## src/rtl/core/leb_pkg.sv

```systemverilog
// ----------------------------------------------------------------------------
// leb_pkg
// Shared types and constants for the LEB128 varint decoder: the input and
// result word layouts, byte field positions and result status codes.
// ----------------------------------------------------------------------------
package leb_pkg;

  // Accumulator width and bit positions
  localparam int unsigned WORD_BITS  = 64;
  localparam int unsigned SHIFT_W    = 6;
  localparam int unsigned SHIFT_STEP = 7;
  localparam int unsigned LAST_SHIFT = 63;

  // Byte fields
  localparam int unsigned CONT_POS = 7;
  localparam int unsigned SIGN_POS = 6;

  // Result status codes
  localparam logic STATUS_OK       = 1'b0;
  localparam logic STATUS_OVERFLOW = 1'b1;

  // One encoded byte plus the number's mode (sampled on its first byte)
  typedef struct packed {
    logic [7:0] data_byte;
    logic       mode;
  } in_t;

  // One decoded number
  typedef struct packed {
    logic [WORD_BITS-1:0] value;
    logic                 status;
  } out_t;

endpackage

```

## src/rtl/core/leb128_varint_decoder.sv

```systemverilog
// ----------------------------------------------------------------------------
// leb128_varint_decoder
// Streaming 64-bit LEB128 decoder: one encoded byte per word in, one decoded
// number (or an overflow error) per word out.
// ----------------------------------------------------------------------------
// The block takes one byte every cycle unless input ready is low, and keeps
// taking continuation bytes while a finished number waits at the output. A
// byte is registered at the input and folded into the accumulator on the
// edge that it advances; that edge also loads the output register with any
// number that the byte ends. Continuation bytes give no result. The mode
// bit is sampled on the first byte of each number. A number ends after at
// most ten bytes; a tenth byte above one gives an error word (value zero,
// status overflow) and the decoder starts afresh. Outside reset, input
// ready drops only while the output register holds a word that is not
// taken and the registered byte would produce another one.
// ----------------------------------------------------------------------------
module leb128_varint_decoder (
  input  logic          clk,
  input  logic          rst_n,
  input  logic          in_valid,
  output logic          in_ready,
  input  leb_pkg::in_t  in_data,
  output logic          out_valid,
  input  logic          out_ready,
  output leb_pkg::out_t out_data
);

  localparam int unsigned WB = leb_pkg::WORD_BITS;
  localparam int unsigned SW = leb_pkg::SHIFT_W;

  // Input register
  logic         s1_valid_r;
  leb_pkg::in_t s1_data_r;

  // Decoder state
  logic [WB-1:0] acc_r;
  logic [SW-1:0] shift_r;
  logic          signed_r;

  // Output register
  logic          out_valid_r;
  leb_pkg::out_t out_data_r;

  // Per-byte decode
  logic          first_byte;
  logic          sgn;
  logic          ovf;
  logic          done;
  logic          emits;
  logic          s1_fire;
  logic [SW:0]   next_shift;
  logic [WB-1:0] payload;
  logic [WB-1:0] acc_nxt;
  logic [WB-1:0] ext_mask;
  logic [WB-1:0] value_nxt;

  always_comb begin
    first_byte = (shift_r == '0);
    sgn        = first_byte ? s1_data_r.mode : signed_r;
    ovf        = (shift_r == SW'(leb_pkg::LAST_SHIFT)) && (s1_data_r.data_byte > 8'd1);
    done       = !s1_data_r.data_byte[leb_pkg::CONT_POS];
    emits      = ovf || done;
    next_shift = {1'b0, shift_r} + (SW+1)'(leb_pkg::SHIFT_STEP);
    payload    = {{(WB-7){1'b0}}, s1_data_r.data_byte[6:0]} << shift_r;
    acc_nxt    = acc_r | payload;
    ext_mask   = {WB{1'b1}} << next_shift[SW-1:0];
    value_nxt  = acc_nxt;
    // Sign-extend above the last payload group while it still fits
    if (sgn && !next_shift[SW] && s1_data_r.data_byte[leb_pkg::SIGN_POS]) begin
      value_nxt = acc_nxt | ext_mask;
    end
    if (ovf) begin
      value_nxt = '0;
    end
  end

  // Advance the registered byte unless its result would overwrite a waiting word
  assign s1_fire  = s1_valid_r && (!emits || !out_valid_r || out_ready);
  assign in_ready = rst_n && (!s1_valid_r || s1_fire);

  // Capture the incoming byte
  always_ff @(posedge clk) begin
    if (!rst_n) begin
      s1_valid_r <= 1'b0;
    end else if (in_ready) begin
      s1_valid_r <= in_valid;
    end
  end

  always_ff @(posedge clk) begin
    if (in_valid && in_ready) begin
      s1_data_r <= in_data;
    end
  end

  // Fold the byte into the accumulator; clear at the end of a number
  always_ff @(posedge clk) begin
    if (!rst_n) begin
      acc_r    <= '0;
      shift_r  <= '0;
      signed_r <= 1'b0;
    end else if (s1_fire) begin
      if (emits) begin
        acc_r    <= '0;
        shift_r  <= '0;
        signed_r <= 1'b0;
      end else begin
        acc_r    <= acc_nxt;
        shift_r  <= next_shift[SW-1:0];
        signed_r <= sgn;
      end
    end
  end

  // Load or drain the output register
  always_ff @(posedge clk) begin
    if (!rst_n) begin
      out_valid_r <= 1'b0;
    end else if (s1_fire && emits) begin
      out_valid_r <= 1'b1;
    end else if (out_ready) begin
      out_valid_r <= 1'b0;
    end
  end

  always_ff @(posedge clk) begin
    if (s1_fire && emits) begin
      out_data_r.value  <= value_nxt;
      out_data_r.status <= ovf ? leb_pkg::STATUS_OVERFLOW : leb_pkg::STATUS_OK;
    end
  end

  assign out_valid = out_valid_r;
  assign out_data  = out_data_r;

endmodule

```

## config.mk

```make
export PLATFORM = sky130hd
export DESIGN_NAME = leb128_varint_decoder
export DESIGN_NICKNAME = d
export VERILOG_FILES = /design/src/rtl/core/leb_pkg.sv /design/src/rtl/core/leb128_varint_decoder.sv
export SDC_FILE = /design/constraint.sdc
export NUM_CORES = 1
export LEC_CHECK = 0
export BUFFER_PORTS_ARGS = -buffer_cell sky130_fd_sc_hd__buf_2
export CAP_MARGIN = 20
export CORE_MARGIN = 4
export CORE_UTILIZATION = 46
export CTS_BUF_LIST = sky130_fd_sc_hd__clkbuf_2
export CTS_CLUSTER_SIZE = 16
export DETAILED_ROUTE_END_ITERATION = 8
export GPL_ROUTABILITY_DRIVEN = 0
export GPL_TIMING_DRIVEN = 0
export PLACE_DENSITY = 0.7
export SETUP_SLACK_MARGIN = 0.05
export SKIP_LAST_GASP = 1
export SLEW_MARGIN = 20
export SYNTH_ARGS = -nofsm -noshare
export SYNTH_HDL_FRONTEND = slang
export SYNTH_SLANG_ARGS = --single-unit
```

## constraint.sdc

```tcl
create_clock -name clk -period 11.9 [get_ports clk]
set_clock_uncertainty 0.2 [all_clocks]
set_input_delay 1.785 -clock clk [delete_from_list [all_inputs] [get_ports clk]]
set_output_delay 1.785 -clock clk [all_outputs]
set_load 0.02 [all_outputs]
```

* After elaboration in Yosys (flattened, before gate mapping)
Cells that the tools add are included.
** Storage, ports and cells
- Register bits after elaboration :: 147
- Input port bits :: 13
- Output and inout port bits :: 67
- Word-level logic and storage cells :: 42
** Operators by class
- Add/subtract/negate cells :: 1
- Order comparisons :: 1
- Equality and inequality tests :: 1
- Shift-type cells :: 2
- Muxes and demuxes :: 8
- Bitwise gates (word level) :: 2
- Reductions and logical operators :: 18
** Operator list (count)
- two-way mux 64 bit :: 2
- OR 64 bit :: 2
- << shifter 64 x 6 -> 64 bit (first input constant) :: 1
- << shifter 7 x 6 -> 64 bit :: 1
- greater-than comparator 8 x 1 -> 1 bit (second input constant) :: 1
- adder 6 x 3 -> 7 bit (second input constant) :: 1
- logical AND 1 bit :: 7
- == test 6 bit (second input constant) :: 1
- zero test 6 bit :: 1
- two-way mux 6 bit :: 1
- zero test 1 bit :: 5
- two-way mux 1 bit :: 5
- logical OR 1 bit :: 4
- nonzero test 2 bit :: 1

* Logic depth before layout (Yosys ltp)
Gate-level depths: netlist (run 1).
- Word-level depth :: 10
- Mapped depth :: 13
- Mapped depth without buffers :: 9

* Least setup slack after synthesis (run 1)
No wires, ideal clock.
- Path kind :: input-to-reg
- Start point :: input port out_ready
- End point :: register out_data_r (netlist bit out_data[0]) (enable)
- Library setup time :: 0.489 ns
- Arrival time :: 4.752 ns
- Required time :: 11.211 ns
- Path slack :: 6.460 ns
- Cell stages on the path :: 3
- Buffers on the path :: 1
- Cells stage by stage :: nor2b_1 clkbuf_1 nor2_1
** Between the ends
- Longest elaborated chain between the ends :: 3
** RTL lines
- from (decl) :: line leb128_varint_decoder.sv:24 : input logic out_ready,
- logical OR 1 bit :: line leb128_varint_decoder.sv:78 : assign s1_fire = s1_valid_r && (!emits || !out_valid_r || out_ready);
- logical AND 1 bit :: line leb128_varint_decoder.sv:78
- logical AND 1 bit :: line leb128_varint_decoder.sv:127 : if (s1_fire && emits) begin
- to (decl) :: line leb128_varint_decoder.sv:42 : leb_pkg::out_t out_data_r;
No other way between the ends.
A chain may end at the register's enable or synchronous reset.

* Worst setup path after layout (run 1)
- Start point :: input port out_ready
- End point :: output port in_ready
** Between the ends
- Longest elaborated chain between the ends :: 4
** RTL lines
- logical OR 1 bit :: line leb128_varint_decoder.sv:78
- logical AND 1 bit :: line leb128_varint_decoder.sv:78
- logical OR 1 bit :: line leb128_varint_decoder.sv:79 : assign in_ready = rst_n && (!s1_valid_r || s1_fire);
- logical AND 1 bit :: line leb128_varint_decoder.sv:79
- to (decl) :: line leb128_varint_decoder.sv:21 : output logic in_ready,
No other way between the ends.

==> impl_summary.md, run 1 <==
Global routing
The first global-routing pass estimated between 30000 and 40000 µm of wire. Summed over all layers, the global routing overflow is 0. The pin count of the biggest net entering global routing is 32. In the global route stage, overall resource usage came out at between 20% and 30%. The number of antenna violations at the first check in global routing is 0. The number of global-route vias before repair is 5962.

Finish
After the last flow step, the layout net total stands at between 800 and 900. The count of inserted antenna diode cells is 0. The ratio of cells with drive above 1 in the final layout is 20.2%. Across the whole layout, storage elements account for between 3000 and 4000 µm². The utilization of the core after routing is 54.0%.

The area growth from synthesis to layout is 13.3%. After filler insertion, the fill cell instance count of the layout stands at roughly 1300. The area of combinational cells with multiple inputs is 2990 µm².

Setup path
For the worst setup path, the data arrival time is around 2.9 ns. The worst-case register-to-register setup slack is roughly 8 ns. The cell type of the slowest stage on the worst timing path is clkbuf_1. Of all nets on the critical path, the largest fanout is 10. Counting both buffers and inverters, the worst setup path holds a total of 3.

The most numerous cell type found on the critical path is buf_2. For the worst setup path, the data required time is around 9.9 ns. For the worst flop-to-flop path, the logic depth is 13.

The family with the most delay on the worst path is buffers and inverters. The worst setup path is of the in2out kind. The category of the worst setup path capture point is an output pin. The endpoint identified for the worst register-to-register timing path is out_data[38].

In this run the critical register-to-register path is launched from shift_r[1]. The biggest cell delay along the critical path is between 0.4 and 0.5 ns. The worst setup path is launched from a primary input. Walking the worst path, the cells encountered are buf_2 -> nor2b_1 -> clkbuf_1 -> nand3_1 -> and2_1 -> buf_2.

Logic synthesis
The most common cell in the netlist is a21oi_1. The area share of the largest cell type after synthesis is 31.7%. The number of distinct library cell variants in the gate-level netlist after synthesis is 63. The flip-flop and latch count after synthesis is around 150.

The synthesized netlist occupies a cell area of around 7000 µm². The commonest cells after synthesis are a21oi_1, nor2_1, edfxtp_1. In the post-synthesis netlist, the biggest area contributors are edfxtp_1, dfxtp_1, a21oi_1.

The Yosys step of the flow raised 0 warnings. The post-synthesis cell type with the largest combined area is edfxtp_1. For this run, the leading register cell type out of synthesis is edfxtp_1. The mean cell area of the mapped netlist is approximately 10 µm². Counting every net in the synthesized netlist gives 736. The share of flip-flops with an asynchronous set or reset is 0%. The cell count after synthesis came out at just over 700. The register area share after synthesis is 52.6%. The count of flip-flops with a built-in enable after synthesis is 74.

Route
Summed over all layers, the routed wires come to roughly 21000 µm. The number of design-rule violations left by the first detailed-router iteration is around 1100. Across all layers, the routed design uses between 6000 and 7000 vias. The count of nets left with antenna violations after detail routing is 0.

The number of iterations in the first detailed-routing pass is 6. The detailed-route wire length per cell is 20.9 µm. For this run, design rule violations remaining after detail routing come to 0. After detailed routing, the number of vias per cell comes to 6.36.

CTS
The clock tree from TritonCTS is built. The root buffer cell chosen for the clock tree is clkbuf_2. The number of hold buffers added after cts is 0. The number of buffers on the longest clock path is 2. The clock-pin slew on the worst setup and hold paths is ~0.21 ns. The number of sinks on the clock net is between 100 and 150.

The number of setup buffers added after CTS is 0. The maximum level of the CTS H-tree is 4. The number of CTS-inserted buffers is 17. After clock tree synthesis, the repair step resized 0 gates. The worst-skew pair later-pin latency is around 0.77 ns.

STA
The highest achievable clock rate is 203 MHz. Measured against its own limit, the worst slew margin works out to about a quarter. The number of hold-slack violations in the final timing report came to 0. The total negative slack is 0 ns. Setup repair after global routing left no endpoint under its margin. The transition at the pin with the smallest max-transition slack is 1.14 ns. The final critical path takes up ~41% of the cycle.

Setup violations remaining at the end of the flow were counted as 0. The final-report max-slew violation count came to 0. The smallest clock period supported by the final layout is computed as about 4.9 ns.

Floorplan
The region available for standard cell placement spans approximately 15000 µm². The number of core rows is 44. The die boundary height is about 130 µm. In this run the horizontal extent of the chip is 131 µm. For this configuration, the core starts out at a cell density of about 48%. The die covers around 17000 µm². The number of top-level pins is 80.

Min path
The path with the worst hold slack has its endpoint at acc_r[48]. Along the worst hold path, the cell count comes to 2. The origin of the worst min-delay path is acc_r[48]. The min-delay analysis places its worst path in the category reg2reg.

Placement
During placement, the flow inserted port buffers numbering 79. Detailed placement ended at an HPWL of 15400 µm.

Power
Summing internal, switching and leakage power gives 979 µW. For this design the ratio of total power to cell area is approximately 120 nW/µm². The worst voltage drop across the vdd grid is about 48 µV. The static leakage power is between 2 and 3 nW.

Flow run
Across the run, the number of max-cap violations was 0.

Run status
The run finished with clean final reports.
flip-flops by register name, indices dropped and copies added, names as in the netlist:
name,flops
acc_r,64
out_data,65
out_valid,1
s1_data_r,9
s1_valid_r,1
shift_r,6
signed_r,1
layer usage:
metal	wire length [µm]	global-route usage, %
met2	9280	35.9
met4	820	10.3
met3	2670	6.35
met5	0	0
met1	8440	33.5
metrics by stage:
stage / hold slack (ns) / cells / cell area, µm² / worst slack, ns
3_3_place_gp: 0.240 / 981 / 7630 / 5.48
2_1_floorplan: 0.232 / 718 / 7000 / 6.46
3_5_place_dp: 0.253 / 983 / 7680 / 7.00
4_1_cts: 0.277 / 1015 / 7940 / 7.00
6_report: 0.280 / 1015 / 7940 / 6.98
5_1_grt: 0.304 / 1015 / 7940 / 6.85
power breakdown:
group	switching [mW]	internal (mW)
Sequential	0.00480	0.546
Combinational	0.0877	0.0399
Clock	0.185	0.117
layout make-up:
cell class	count	share of cell area, %
multi-input cells	500	37.7
repair buffers	81	5.58
plain buffers	59	3.66
flip-flops and latches	147	46.4
clock buffers	18	1.14
clock inverters	14	2.03
inverters	12	0.568
well taps	184	2.90
worst min-delay path, stage by stage, from the launching register on:
cell	delay (ns)
dfxtp_1	0.35
inv_1	0.06
a21oi_1	0.06
worst max-delay path by stage:
| stage | startpoint | endpoint | slack (ns) | cells past startpoint |
|---|---|---|---|---|
| floorplan | out_ready | out_data[0] | 6.46 | 3 |
| global placement | out_ready | out_data[23] | 5.48 | 4 |
| detailed placement | out_ready | in_ready | 7.00 | 6 |
| CTS | out_ready | in_ready | 7.00 | 6 |
| global route | out_ready | in_ready | 6.85 | 6 |
| finish | out_ready | in_ready | 6.98 | 6 |
placed cells by master, fill, tap and decap left out, types with 5 or more instances in the layout:
master	instances
a31oi_1	46
nor2b_1	16
mux2i_1	5
edfxtp_1	74
clkbuf_2	18
o21ai_0	32
clkbuf_1	27
a21oi_1	121
dfxtp_1	73
nor2_1	96
nand3_1	11
a221oi_1	11
nor3_1	16
a22o_1	5
a211oi_1	7
a221o_1	5
nand2_1	18
nor4_1	6
o31ai_1	5
mux2_2	5
a21o_1	8
o211ai_1	5
inv_1	11
buf_2	104
ha_1	5
nand2b_1	7
cells by family after synthesis:
group	Yosys count	share of synthesized area, %
buffers and inverters	71	4.79
multiplexers	16	3.29
XOR/XNOR	4	0.500
flip-flops	147	52.6
adder cells (fa/ha/maj)	5	0.893
AO/OA/AOI/OAI	278	24.5
AND/OR/NAND/NOR	197	13.4
Note: power is estimated with default switching activity, not from simulation.
==> run 2, diff against run 1 <==
Clock period 11.9 ns to 4.9 ns, I/O delays scaled along.
==> run 2 against run 1 <==
Net effect: core utilization grew 0.68 points; register-to-register slack got worse by 7.0 ns; global-route usage up 0.15 points; critical endpoint is now out_data[48]; largest cell class unchanged; highest routed layer unchanged.
==> impl_summary.md, run 2 (synthesized netlist as in run 1, its figures left out) <==
Min path
The hold path depth is 3 (was 2). The worst hold path class is in2reg (was reg2reg). The endpoint of the worst hold-timing path is acc_r[16] (was acc_r[48]). The origin of the worst min-delay path is rst_n (was acc_r[48]).

CTS
The post-cts repair resize count is 0 (unchanged). The worst-skew pair later-pin latency is 0.79 ns (was 0.77 ns). The root buffer cell is clkbuf_2 (unchanged).

The number of hold buffers added after cts was 10 (was 0). The buffer count from post-CTS setup fixing is 0 (unchanged). The number of buffers on the longest clock path is 2 (unchanged). The number of CTS-inserted buffers is 17 (unchanged). The number of sinks on the clock net is 147 (unchanged). The maximum level of the CTS H-tree is 4 (unchanged). The clock tree from TritonCTS is built (unchanged). The clock-pin slew on the worst setup and hold paths was 0.23 ns (was 0.21 ns).

Flow run
The max-capacitance violation count is 0 (unchanged).

Setup path
The reg-to-reg critical path startpoint is shift_r[1] (unchanged). The maximum fanout encountered on the critical timing path is 10 (unchanged). The beginning of the critical path is shift_r[1] (was out_ready). The critical path data required time is 5.24 ns (was 9.92 ns). The launching element type of the critical path is a register (was primary input).

The end of the worst register-to-register path is out_data[48] (was out_data[38]). The cell count of the worst reg-to-reg path is 11 (was 13). The category of the worst setup path capture point is a register (was output pin).

The type of the worst setup path is reg2reg (was in2out). The worst-case register-to-register setup slack was 1.15 ns (was 8.14 ns). The data arrival at the endpoint of the critical path came to 4.09 ns (was 2.93 ns).

Global routing
The pin count of the biggest net entering global routing was 32 (unchanged). The first-pass GRT wire length came to 33200 µm (was 33000 µm). The number of global-route vias before repair is 6012 (was 5962). The number of antenna violations at the first check in global routing is 0 (unchanged). The overall overflow remaining after global route came to 0 (unchanged). The overall global routing resource usage came to 24.3% (was 24.1%).

STA
The number of hold-slack violations in the final timing report is 0 (unchanged). The period utilization is 76.6%. The transition at the pin with the smallest max-transition slack is 1.15 ns (was 1.14 ns). The setup violation total in the final timing report is 0 (unchanged). The headroom to the max-slew limit is 23.2% (was 23.4%). Unrepaired setup endpoints after global routing: false (unchanged). The final-report max-slew violation count is 0 (unchanged). Static timing analysis puts the maximum clock frequency at 266 MHz. The post-layout minimum cycle time is 3.75 ns.

Route
The vias after detailed routing is 6484 (was 6459). The count of nets left with antenna violations after detail routing is 0 (unchanged). The detailed-route vias per instance came to 6.33 (was 6.36). The number of design-rule violations left by the first detailed-router iteration is 1065 (was 1144). The total detailed-routing wirelength is 21400 µm (was 21200 µm). The post-route DRC violation count is 0 (unchanged).

The detailed-route wire length per cell is 20.9 µm (about the same). The number of iterations in the first detailed-routing pass is 6 (unchanged).

Finish
The area growth from synthesis to layout is 14.7% (was 13.3%). The number of filler instances in the final layout is 1276 (was 1287). The ratio of cells with drive above 1 in the final layout came to 20.0% (was 20.2%). The area of combinational cells with multiple inputs is 2990 µm² (unchanged). The utilization of the core after routing is 54.7% (was 54.0%). The most frequent standard cell in the layout excluding fill and tap cells is a21oi_1 (unchanged).

The count of inserted antenna diode cells is 0 (unchanged). The flip-flop count of the largest register after layout is 65 (unchanged). The area of all placed cells without fillers is 8040 µm² (was 7940 µm²).

The flip-flop and latch area came to 3680 µm² (unchanged). The number of nets in the layout was 846 (was 836). Commonest cells after routing, fill and taps aside: a21oi_1, buf_2, nor2_1, edfxtp_1, dfxtp_1 (unchanged).

Placement
The post-placement cell area is 7680 µm² (unchanged). The estimated wirelength of the detail-placed design was 15400 µm (unchanged). The number of port buffers is 79 (unchanged).

Floorplan
The area inside the core boundary is 14700 µm² (unchanged). The initial core utilization came to 47.7% (unchanged). The number of core rows came to 44 (unchanged). The floorplan die area came to 17300 µm² (unchanged). The number of top-level pins is 80 (unchanged). The horizontal die dimension came to 131 µm (unchanged).

The die boundary height is 131 µm (unchanged).

Power
The static leakage power was 2.96 nW (was 2.92 nW). The power density over the cells was 297 nW/µm² (was 123 nW/µm²). The worst voltage drop across the vdd grid is 116 µV (was 47.5 µV).

Run status
Run status: complete, no violations (unchanged).
run 2: worst max-delay path by stage:
stage	slack [ns]	depth (start not counted)	to
after floorplan	0.26	5	out_data[0]
after CTS	1.28	13	out_data[38]
after global placement	-0.78	5	out_data[23]
final	1.15	11	out_data[48]
after global routing	0.99	11	out_data[48]
after detailed placement	1.34	13	out_data[38]
run 2: worst max-delay path, cell delays in order, from the launching register on:
cell	delay (ns)
dfxtp_1	0.43
buf_6	0.17
buf_2	0.22
inv_1	0.10
ha_1	0.22
clkbuf_1	0.22
nor2b_1	0.23
nor3_1	0.29
clkbuf_1	0.41
o21ai_0	0.39
a221oi_1	0.54
nor2_1	0.09
run 2: per-layer routing:
layer	up-vias	track usage [%]	part of all wire (%)	wire (µm)
met5	-	0	0	0
met4	0	10.3	4.1	878
met3	81	6.38	12	2550
met2	456	36.3	44	9360
met1	3048	33.5	40	8630
li1	2899	-	-	-
run 2: layout make-up:
cell class	instances	area share, %
Inverter	12	0.560
Tap cell	184	2.86
Clock buffer	18	1.12
Clock inverter	14	2.01
Sequential cell	147	45.8
Buffer	59	3.61
Timing Repair Buffer	91	6.76
Multi-Input combinational cell	500	37.2
run 2: per-stage QoR:
step,total power [mW],std cells,worst slack [ns],hold slack (ns),TNS [ns]
2_1_floorplan,1.56,718,0.265,0.232,0
3_3_place_gp,1.66,981,-0.781,0.240,-50.23
3_5_place_dp,1.66,983,1.34,0.253,0
4_1_cts,2.38,1025,1.28,0.116,0
5_1_grt,2.48,1025,0.986,0.0739,0
6_report,2.39,1025,1.15,0.139,0
run 2: where the power goes:
part,internal (mW),total (mW),switching [mW]
registers,1.33,1.34,0.0118
clock network,0.283,0.736,0.452
logic,0.102,0.316,0.214
total,1.71,2.39,0.678
==> run 3, diff against run 2 <==
Settings changed: PLACE_DENSITY 0.7 to 0.73.
Clock period 4.9 ns to 3.1 ns, I/O delays scaled along.
==> run 3 against run 2 <==
Net effect: the run now ends with design-rule violations left; clock power increased by 45%; global-route usage decreased by 0.16 points; cell count increased by 0.59%; critical path depth unchanged; register-to-register slack got worse by 0.97 ns; sequential cell count unchanged; final area increased by 2.2%; critical endpoint is now out_data[50]; largest cell class unchanged; highest routed layer unchanged.
==> impl_summary.md, run 3 (synthesized netlist as in run 1, its figures left out) <==
Setup path
The critical path data required time is 3.39 ns (was 5.24 ns). The type of the worst setup path is reg2reg (unchanged). The family with the most delay on the worst path is adder cells (was buffers and inverters). The reg-to-reg critical path startpoint is shift_r[0] (was shift_r[1]). The number of buffer and inverter instances along the worst setup path is 5 (unchanged). Critical path cell sequence: buf_6 -> inv_1 -> ha_1 -> clkbuf_2 -> inv_1 -> ha_2 -> inv_4 -> nand2_2 -> nor2_1 -> o31ai_1 -> a21oi_1 (was buf_6 -> buf_2 -> inv_1 -> ha_1 -> clkbuf_1 -> nor2b_1 -> nor3_1 -> clkbuf_1 -> o21ai_0 -> a221oi_1 -> nor2_1).

The cell type of the slowest stage on the worst timing path is ha_2 (was a221oi_1). The end of the worst register-to-register path is out_data[50] (was out_data[48]). The most common cell type on the critical path is inv_1 (was clkbuf_1). The category of the worst setup path capture point was a register (unchanged). The launching element type of the critical path is a register (unchanged).

The biggest cell delay along the critical path is 0.50 ns (was 0.54 ns). The cell count of the worst reg-to-reg path was 11 (unchanged). The maximum fanout encountered on the critical timing path is 9 (was 10). The worst-case register-to-register setup slack came to 0.18 ns (was 1.15 ns). The beginning of the critical path is shift_r[0] (was shift_r[1]). The data arrival at the endpoint of the critical path is 3.22 ns (was 4.09 ns).

Placement
The setup slack after placement is -0.487 ns (was 1.34 ns). The number of port buffers was 79 (unchanged). The estimated wirelength of the detail-placed design is 14700 µm (was 15400 µm). The post-placement cell area came to 7680 µm² (unchanged).

Finish
The area of all placed cells without fillers came to 8210 µm² (was 8040 µm²). The number of nets in the layout is 851 (was 846). The number of filler instances in the final layout is 1294 (was 1276). The area growth from synthesis to layout is 17.3% (was 14.7%). Commonest cells after routing, fill and taps aside: a21oi_1, buf_2, nor2_1, edfxtp_1, dfxtp_1 (unchanged).

The most frequent standard cell in the layout excluding fill and tap cells is a21oi_1 (unchanged). The ratio of cells with drive above 1 in the final layout is 23.2% (was 20.0%). The utilization of the core after routing is 55.9% (was 54.7%). The flip-flop count of the largest register after layout was 65 (unchanged).

STA
The headroom to the max-slew limit is 26.2% (was 23.2%). The total negative slack is 0 ns (unchanged). The transition at the pin with the smallest max-transition slack is 1.11 ns (was 1.15 ns).

The final-report max-slew violation count came to 0 (unchanged). The setup violation total in the final timing report is 0 (unchanged). The highest achievable clock rate is 342 MHz (was 266 MHz). The worst setup slack after layout came to 0.177 ns (was 1.15 ns). The period utilization was 94.3% (was 76.6%).

The number of hold-slack violations in the final timing report came to 0 (unchanged). The post-layout minimum cycle time is 2.92 ns (was 3.75 ns). Unrepaired setup endpoints after global routing: false (unchanged).

Floorplan
The floorplan die area is 17300 µm² (unchanged). The initial core utilization is 47.7% (unchanged). The die boundary height is 131 µm (unchanged).

The number of top-level pins came to 80 (unchanged). The area inside the core boundary is 14700 µm² (unchanged). The horizontal die dimension was 131 µm (unchanged). The number of core rows is 44 (unchanged).

Min path
The endpoint of the worst hold-timing path was s1_data_r[7] (was acc_r[16]). The hold path depth is 2 (was 3). The origin of the worst min-delay path was in_data[7] (was rst_n). The worst hold path class is in2reg (unchanged).

CTS
The worst-skew pair later-pin latency is 0.76 ns (was 0.79 ns). The number of CTS-inserted buffers is 17 (unchanged). The root buffer cell is clkbuf_2 (unchanged). The clock tree from TritonCTS is built (unchanged). The maximum level of the CTS H-tree is 4 (unchanged). The number of sinks on the clock net is 147 (unchanged). The number of buffers on the longest clock path is 2 (unchanged). The clock-pin slew on the worst setup and hold paths came to 0.23 ns (about the same).

Route
The detailed-route wire length per cell is 20.3 µm (was 20.9 µm). The total detailed-routing wirelength is 20900 µm (was 21400 µm). The top metal layer carrying routed signals is met4 (unchanged). The vias after detailed routing is 6365 (was 6484). The detailed-routing wirelength on met1 came to 8290 µm (was 8630 µm). The number of iterations in the first detailed-routing pass came to 9 (was 6).

The met2 wire length is 9150 µm (was 9360 µm). The detailed-route vias per instance is 6.17 (was 6.33). The number of design-rule violations left by the first detailed-router iteration was 1003 (was 1065). The count of nets left with antenna violations after detail routing is 0 (unchanged). The post-route DRC violation count came to 1 (was 0). The met3 wire length was 2520 µm (was 2550 µm).

Power
The worst voltage drop across the vdd grid was 167 µV (was 116 µV). The power density over the cells is 452 nW/µm² (was 297 nW/µm²). The static leakage power is 3.02 nW (was 2.96 nW). The total power after layout is 3.71 mW (was 2.39 mW).

Global routing
The overall overflow remaining after global route was 0 (unchanged). The first-pass GRT wire length is 32900 µm (was 33200 µm). The pin count of the biggest net entering global routing is 32 (unchanged). The number of global-route vias before repair is 5890 (was 6012).

The number of antenna violations at the first check in global routing is 1 (was 0). The overall global routing resource usage is 24.1% (was 24.3%).

Flow run
The max-capacitance violation count is 0 (unchanged).

Run status
Run status: finished with violations (was complete, no violations). The checks that failed: design-rule violations.
-- run 3: cell types whose count changed in the layout (fill, tap and decap cells not counted), moves of 3 or more --
cell           before  now
dfxtp_1            73   70
clkbuf_1           27   21
buf_4               2    6
a221oi_1           11    8
o21ai_0            32   29
dlygate4sd3_1      10   13
a221oi_2            0    3
clkbuf_4            0    3
clkbuf_2           18   21
-- run 3: stage by stage --
stage / hold slack (ns) / cells
6_report: 0.190 / 1031
4_1_cts: 0.0336 / 1027
3_5_place_dp: 0.252 / 983
2_1_floorplan: 0.232 / 718
5_1_grt: 0.135 / 1031
3_3_place_gp: 0.240 / 981
-- run 3: final cells by class --
type                            instances  area [µm²]  area share [%]
Multi-Input combinational cell        500        3120            38.0
Antenna cell                            1        2.50          0.0305
Timing Repair Buffer                   98         603            7.34
Sequential cell                       147        3690            44.9
Tap cell                              184         230            2.80
Buffer                                 57         295            3.60
Clock buffer                           18        90.1            1.10
Inverter                               12        47.5           0.579
Clock inverter                         14         136            1.66
-- run 3: worst max-delay path by stage --
stage / to / cells after the start
floorplan: out_data[0] / 5
global placement: out_data[38] / 13
detailed placement: out_data[38] / 13
CTS: out_data[63] / 11
global route: out_data[38] / 11
finish: out_data[50] / 11
-- run 3: repair_timing --
item	CTS	global route
setup buffers	1	3
resized for setup	22	23
setup endpoints to repair	52	88
pin swaps	1	1
hold endpoints to repair	22	1
hold buffers	12	1
-- run 3: where the power goes --
| group | internal, mW | switching (mW) |
|---|---|---|
| registers | 2.10 | 0.0187 |
| clock network | 0.370 | 0.705 |
| logic | 0.177 | 0.348 |
| total | 2.64 | 1.07 |
-- run 3: per-layer routing --
metal	track usage [%]	vias up
met3	5.85	74
met2	36.1	427
met4	11.6	0
li1	-	2922
met1	33.0	2942
met5	0	-
